**src/assert_macros.svh**
```systemverilog
// Assertion macros for the RTL of the box wall bounce resolver.
// Depends on nothing; the including module supplies aclk and aresetn.
`ifndef ASSERT_MACROS_SVH
`define ASSERT_MACROS_SVH

// Checked on every rising edge while the block is out of reset.
`define BWBR_ASSERT(name, prop, msg) \
    name: assert property (@(posedge aclk) disable iff (!aresetn) prop) else $error(msg);

// Checked on every rising edge, reset included.
`define BWBR_ASSERT_RST(name, prop, msg) \
    name: assert property (@(posedge aclk) prop) else $error(msg);

`endif

```
**src/bwbr_pkg.sv**
```systemverilog
// Shared widths, divider cell record, register indexes and wall tables
// of the box wall bounce resolver. Depends on nothing.
package bwbr_pkg;

    localparam int PW  = 36;        // internal position width
    localparam int VW  = 34;        // internal velocity and ray width
    localparam int RW  = VW + 1;    // divider partial remainder width
    localparam int QW  = 32;        // hit time quotient width, Q0.32
    localparam int MAW = VW + 1;    // multiplier operand a, signed
    localparam int MBW = 33;        // multiplier operand b, unsigned
    localparam int MPW = MAW + MBW + 1;

    localparam logic [2:0] REG_HALF_WIDTH  = 3'd0;
    localparam logic [2:0] REG_HALF_HEIGHT = 3'd1;
    localparam logic [2:0] REG_REST_NORMAL = 3'd2;
    localparam logic [2:0] REG_REST_TANG   = 3'd3;
    localparam logic [2:0] REG_TIME_STEP   = 3'd4;

    localparam logic [1:0] AXIS_X = 2'd0;
    localparam logic [1:0] AXIS_Y = 2'd1;
    localparam logic [1:0] AXIS_Z = 2'd2;

    // One wall test travelling down the divider row.
    typedef struct packed {
        logic          live;
        logic          hit;
        logic [2:0]    wall;
        logic [RW-1:0] rem;
        logic [VW-1:0] dvs;
        logic [QW-1:0] quo;
    } bwbr_div_t;

    // Walls in priority order: floor, +x, -x, +z, -z, lid.
    function automatic logic [1:0] wall_axis(input logic [2:0] w);
        logic [1:0] a;
        case (w)
            3'd0:    a = AXIS_Y;
            3'd1:    a = AXIS_X;
            3'd2:    a = AXIS_X;
            3'd3:    a = AXIS_Z;
            3'd4:    a = AXIS_Z;
            3'd5:    a = AXIS_Y;
            default: a = AXIS_X;
        endcase
        return a;
    endfunction

    // True where the wall sits on the negative side, so the ray hits it
    // moving in the negative direction.
    function automatic logic wall_low(input logic [2:0] w);
        logic s;
        case (w)
            3'd0:    s = 1'b1;
            3'd2:    s = 1'b1;
            3'd4:    s = 1'b1;
            default: s = 1'b0;
        endcase
        return s;
    endfunction

    function automatic logic signed [31:0] sat_q16(input logic signed [PW-1:0] x);
        logic signed [31:0] y;
        if (x > $signed({{(PW-32){1'b0}}, 32'h7FFF_FFFF})) begin
            y = 32'sh7FFF_FFFF;
        end else if (x < $signed({{(PW-32){1'b1}}, 32'h8000_0000})) begin
            y = 32'sh8000_0000;
        end else begin
            y = x[31:0];
        end
        return y;
    endfunction

endpackage

```
**src/bwbr_div_cell.sv**
```systemverilog
// One restoring division step: one quotient bit per cell, registered.
// Depends on bwbr_pkg.
module bwbr_div_cell (
    input  logic                aclk,
    input  logic                aresetn,
    input  bwbr_pkg::bwbr_div_t cell_in,
    output bwbr_pkg::bwbr_div_t cell_out
);

    logic [bwbr_pkg::RW-1:0] rem2;
    logic [bwbr_pkg::RW-1:0] diff;
    logic                    ge;

    // The remainder stays below the divisor, so doubling it fits RW bits.
    always_comb begin
        rem2 = {cell_in.rem[bwbr_pkg::RW-2:0], 1'b0};
        ge   = rem2 >= {1'b0, cell_in.dvs};
        diff = rem2 - {1'b0, cell_in.dvs};
    end

    always_ff @(posedge aclk) begin
        if (!aresetn) begin
            cell_out.live <= 1'b0;
        end else begin
            cell_out.live <= cell_in.live;
        end
        cell_out.hit  <= cell_in.hit;
        cell_out.wall <= cell_in.wall;
        cell_out.dvs  <= cell_in.dvs;
        cell_out.rem  <= ge ? diff : rem2;
        cell_out.quo  <= {cell_in.quo[bwbr_pkg::QW-2:0], ge};
    end

endmodule

```
**src/bwbr_div_chain.sv**
```systemverilog
// Row of division cells; a wall test enters each cycle and its Q0.32 hit
// time leaves the last cell. Depends on bwbr_pkg and bwbr_div_cell.
module bwbr_div_chain (
    input  logic                aclk,
    input  logic                aresetn,
    input  bwbr_pkg::bwbr_div_t div_in,
    output bwbr_pkg::bwbr_div_t div_out
);

    bwbr_pkg::bwbr_div_t link [bwbr_pkg::QW+1];

    assign link[0] = div_in;

    for (genvar g = 0; g < bwbr_pkg::QW; g++) begin : g_cell
        bwbr_div_cell u_cell (
            .aclk     (aclk),
            .aresetn  (aresetn),
            .cell_in  (link[g]),
            .cell_out (link[g+1])
        );
    end

    assign div_out = link[bwbr_pkg::QW];

endmodule
```
**config.mk**
```make
export PLATFORM = sky130hd
export DESIGN_NAME = bwbr_div_chain
export DESIGN_NICKNAME = d
export VERILOG_FILES = /design/src/assert_macros.svh /design/src/bwbr_pkg.sv /design/src/bwbr_div_cell.sv /design/src/bwbr_div_chain.sv
export SDC_FILE = /design/constraint.sdc
export NUM_CORES = 2
export LEC_CHECK = 0
export BUFFER_PORTS_ARGS = -buffer_cell sky130_fd_sc_hd__clkbuf_2
export CAP_MARGIN = 15
export CORE_ASPECT_RATIO = 0.7
export CORE_MARGIN = 5
export CORE_UTILIZATION = 35
export DETAILED_ROUTE_END_ITERATION = 10
export GPL_TIMING_DRIVEN = 0
export HOLD_SLACK_MARGIN = 0.08
export PLACE_DENSITY = 0.57
export SYNTH_ARGS = -nofsm -noshare
export SYNTH_HDL_FRONTEND = slang
export SYNTH_SLANG_ARGS = --single-unit
```
**constraint.sdc**
```tcl
create_clock -name aclk -period 7.1 [get_ports aclk]
set_input_delay 1.42 -clock aclk [delete_from_list [all_inputs] [get_ports aclk]]
set_output_delay 1.42 -clock aclk [all_outputs]
set_load 0.01 [all_outputs]
```
==> summary.txt <==
Final layout
  – Number of flip-flops under the largest register name: 2,865
  – Final standard cell utilization of the core: 39.88%
  – Final instance area: 146,100 um2
  – Register with the most flip-flops: g_cell.u_cell.cell_out
  – Count of nets after finishing: 15,340
  – Area growth from synthesis to final layout: 13.63%
  – Share of cells above drive strength 1: 9.075%
  – Leading registers by flop count: g_cell.u_cell.cell_out (2865)

STA
  – Final clock skew: 0.1206 ns
  – Slew margin rel.: 17.22%
  – Endpoints failing hold: 0
  – Final period demand of the worst path: 5.502 ns
  – RSZ-0062 raised after global routing: false
  – Worst-Margin Slew: 1.242 ns
  – Achievable clock frequency: 0.1817 GHz
  – Count of endpoints failing setup in the final report: 0
  – Part of the cycle the worst path needs: 77.50%
  – Final-layout setup total negative slack: 0 ns
  – Minimum setup slack in the final design: 1.598 ns
  – Smallest hold slack: 0.2649 ns
  – Final-report max-slew violation count: 0

Detailed routing
  – Number of DRC violations after detailed routing: 0
  – Average vias per placed instance: 5.018
  – Detailed Routing Iterations Pass 1: 6
  – Count of vias placed by the detailed router: 96,720
  – Iter 0 DRT Violations: 8,504
  – Routed length per placed instance: 18.49 um
  – Final routed wirelength across all metal layers: 356,500 um
  – Count of antenna-violating nets left after detailed routing: 0

Clocking
  – Post-CTS setup buffer count: 0
  – Number of buffers added to fix hold violations after cts: 0
  – Buffer levels on the longest clock path: 4
  – Clock latency of the later-clocked register in the worst-skew pair: 0.96 ns
  – Number of cells upsized or downsized after cts: 0
  – Clk sinks: 2,865
  – Clock input transition at the sequential cells of the worst setup and hold paths: 0.06 ns
  – Clock Tree Root: clkbuf_16
  – TritonCTS clock tree: done
  – H-tree lvl count: 5
  – Number of CTS-inserted buffers: 298

GRT
  – Number of antenna violations at the first check in global routing: 28
  – Met2 usage in global routing: 22.96%
  – Global-route met1 utilization: 29.42%
  – Wire length of the first global-routing pass: 542,300 um
  – Fraction of met3 tracks used by global routing: 4.555%
  – Gr ovfl total: 0
  – Maximum number of pins on one net before global-route repair: 16
  – Busiest layer in global routing: met1
  – Gr usage total: 18.10%
  – Number of global-route vias before repair: 89,420

Critical path
  – Terminus of the critical flop-to-flop path: g_cell[25].u_cell.cell_out[93]
  – Worst reg2reg startpoint: g_cell[24].u_cell.cell_out[36]
  – Crit path DAT: 6.27 ns
  – Sequence of cells on the critical path: inv_1 > ha_1 > nand2_1 > a211oi_1 > o2111ai_1 > a21oi_1 > a31oi_1 > a211oi_1 > o41ai_1 > o21bai_1 > clkbuf_1 > clkbuf_1 > clkbuf_1 > a21oi_1
  – Worst r2r path cells: 14
  – Startpoint of the worst setup timing path: g_cell[24].u_cell.cell_out[36]
  – Most used cell, CP: clkbuf_1
  – Worst Setup EP: g_cell[25].u_cell.cell_out[93]
  – Number of buffers and inverters on the critical path: 4
  – Cell family with the largest share of critical-path delay: compound AO/OA/AOI/OAI gates
  – Critical path launch point type: flip-flop
  – Data required time of the worst path: 7.86 ns
  – Slowest-stage cell, CP: clkbuf_1
  – Crit path max fanout: 10
  – Largest stage delay on the critical path: 0.70 ns
  – Setup CP Type: flip-flop to flip-flop
  – Number of logic stages on the critical path including buffering: 14
  – CP Capture Type: flip-flop
  – Worst reg2reg setup slack: 1.60 ns

Floorplan
  – # IOs: 214
  – Die width: 734.3 um
  – Number of core rows: 186
  – Core box area: 366,300 um2
  – Vertical extent of the die: 517.0 um
  – Die Footprint: 379,700 um2
  – Starting utilization of the core area: 35.09%

Synth
  – Top flip-flop cell by instance count after synthesis: dfxtp_1
  – Most common cell in the netlist: dfxtp_1
  – Most used standard cells in the synthesized netlist: 2,865 x dfxtp_1, 1,370 x inv_1, 1,185 x a21oi_1, 1,088 x ha_1, 870 x nand2_1
  – Syn Std Cell Area: 128,500 um2
  – Adder-cell area share of the yosys netlist: 11.09%
  – Compound-Gate Fraction of Synth Area: 17.69%
  – Simple-gate share of the synthesized area: 10.78%
  – Xor-xnor portion of the synthesized cell area: 6.214%
  – Async S/R FF share, synth: 0%
  – Top cell type by total area after synthesis: dfxtp_1
  – Count of distinct cell types in the synthesized netlist: 87
  – Number of flip-flops and latches in the synthesized netlist: 2,865
  – Synth Warn #: 0
  – EDFF count, synth: 0
  – Net count of the mapped netlist: 14,850
  – Ranking of synthesized cells by area: dfxtp_1 45%, ha_1 11%, a21oi_1 4.6%, mux2_2 4.1%, inv_1 4.0%
  – Avg Cell Area, Syn: 9.437 um2
  – Cell count after synthesis: 13,620
  – Multiplexer fraction of the synthesized cell area: 4.614%
  – Main combinational cell family by area after synthesis: compound AO/OA/AOI/OAI gates
  – Sequential element share of the synthesized area: 44.62%
  – Area share of the largest cell type after synthesis: 44.62%

Worst hold path
  – Min-Delay Startpoint: g_cell[24].u_cell.cell_out[2]
  – Kind of path behind the tightest hold check: flip-flop to flip-flop

Status
  – Run status: complete, no violations

Pwr
  – Leakage dissipation: 66.58 nW
  – Power per standard cell area: 553.8 nW/um2
  – Worst IR Drop VDD: 0.2416 mV

Run
  – Max-capacitance violation count: 0

Place
  – Worst slack after detailed placement: 1.514 ns
  – Placement-stage cell area: 135,600 um2
  – Port Buffers: 180
  – Final estimated routing congestion in global placement: 0.9257
  – HPWL reported at the end of detailed placement: 282,800 um
## cell usage in the layout, fill, tap and decap left out, types with 41 or more instances in the layout
cell	n
o211ai_1	63
diode_2	41
nand4_1	151
or3_1	46
clkbuf_8	52
clkbuf_2	181
o21a_1	118
clkbuf_1	306
and2_1	97
o21bai_1	177
and3_1	109
a211oi_1	108
nor2b_1	124
nor3_1	170
inv_1	1370
nor2_1	723
nand3_1	259
xnor2_1	578
xor2_1	334
ha_1	1088
a31oi_1	138
o21ai_0	775
nor4_1	41
o31ai_1	65
a21o_1	582
a21oi_1	1185
clkbuf_16	306
mux2_2	468
nand2_1	870
a211o_1	51
dfxtp_1	2865
nand2b_1	141
## cell type report
class	instances	area, um2
Antenna cell	41	102.6
Inverter	1370	5142
Timing Repair Buffer	190	965.9
Clock inverter	127	1768
Buffer	318	1289
Clock buffer	408	8561
Fill cell	36410	220200
Sequential cell	2865	57360
Multi-Input combinational cell	9069	64770
Tap cell	4888	6116
## worst reg2reg max path, delay by kind of cell (launching register included)
| kind | cells | cell delay, ns |
|---|---|---|
| adders and majority gates | 1 | 0.34 |
| AOI/OAI and AO/OA | 8 | 2.37 |
| DFF | 1 | 0.38 |
| buffers and inverters | 4 | 2.06 |
| and+or+nand+nor | 1 | 0.19 |
## worst min path at each step
stage,cells after the start,to
floorplan,0,g_cell[10].u_cell.cell_out[101]
global placement,0,g_cell[14].u_cell.cell_out[3]
detailed placement,0,g_cell[17].u_cell.cell_out[13]
CTS,0,g_cell[25].u_cell.cell_out[3]
global route,0,g_cell[25].u_cell.cell_out[3]
finish,0,g_cell[25].u_cell.cell_out[3]
## through the flow
step	std cells	total power (W)
final	19280	0.08090
after global routing	19240	0.08681
after CTS	19230	0.08079
after detailed placement	18700	0.06374
after global placement	18690	0.06371
after floorplan	13620	0.05286
## routing by layer
metal | vias to the layer above | routed length (um)
met3 | 406 | 31980
li1 | 48420 | -
met4 | 6 | 7197
met1 | 44950 | 191700
met2 | 2933 | 125500
met5 | - | 45
## power by group
group          internal, W  total (W)  switching [W]  leakage, nW
registers           0.0215     0.0247        0.00321         24.1
logic               0.0168     0.0398         0.0229         37.4
clock network      0.00972     0.0164        0.00671         5.05
## kinds of logic (layout without fill, tap and decap cells)
| group | Yosys count | in the layout |
|---|---|---|
| AOI/OAI and AO/OA | 3622 | 3622 |
| and+or+nand+nor | 2894 | 2894 |
| DFF | 2865 | 2865 |
| buffers and inverters | 1688 | 2413 |
| adders and majority gates | 1120 | 1120 |
| xor gates and xnor gates | 912 | 912 |
| muxes | 521 | 521 |
| other | 0 | 41 |
Power figures use the tool's default switching activity.
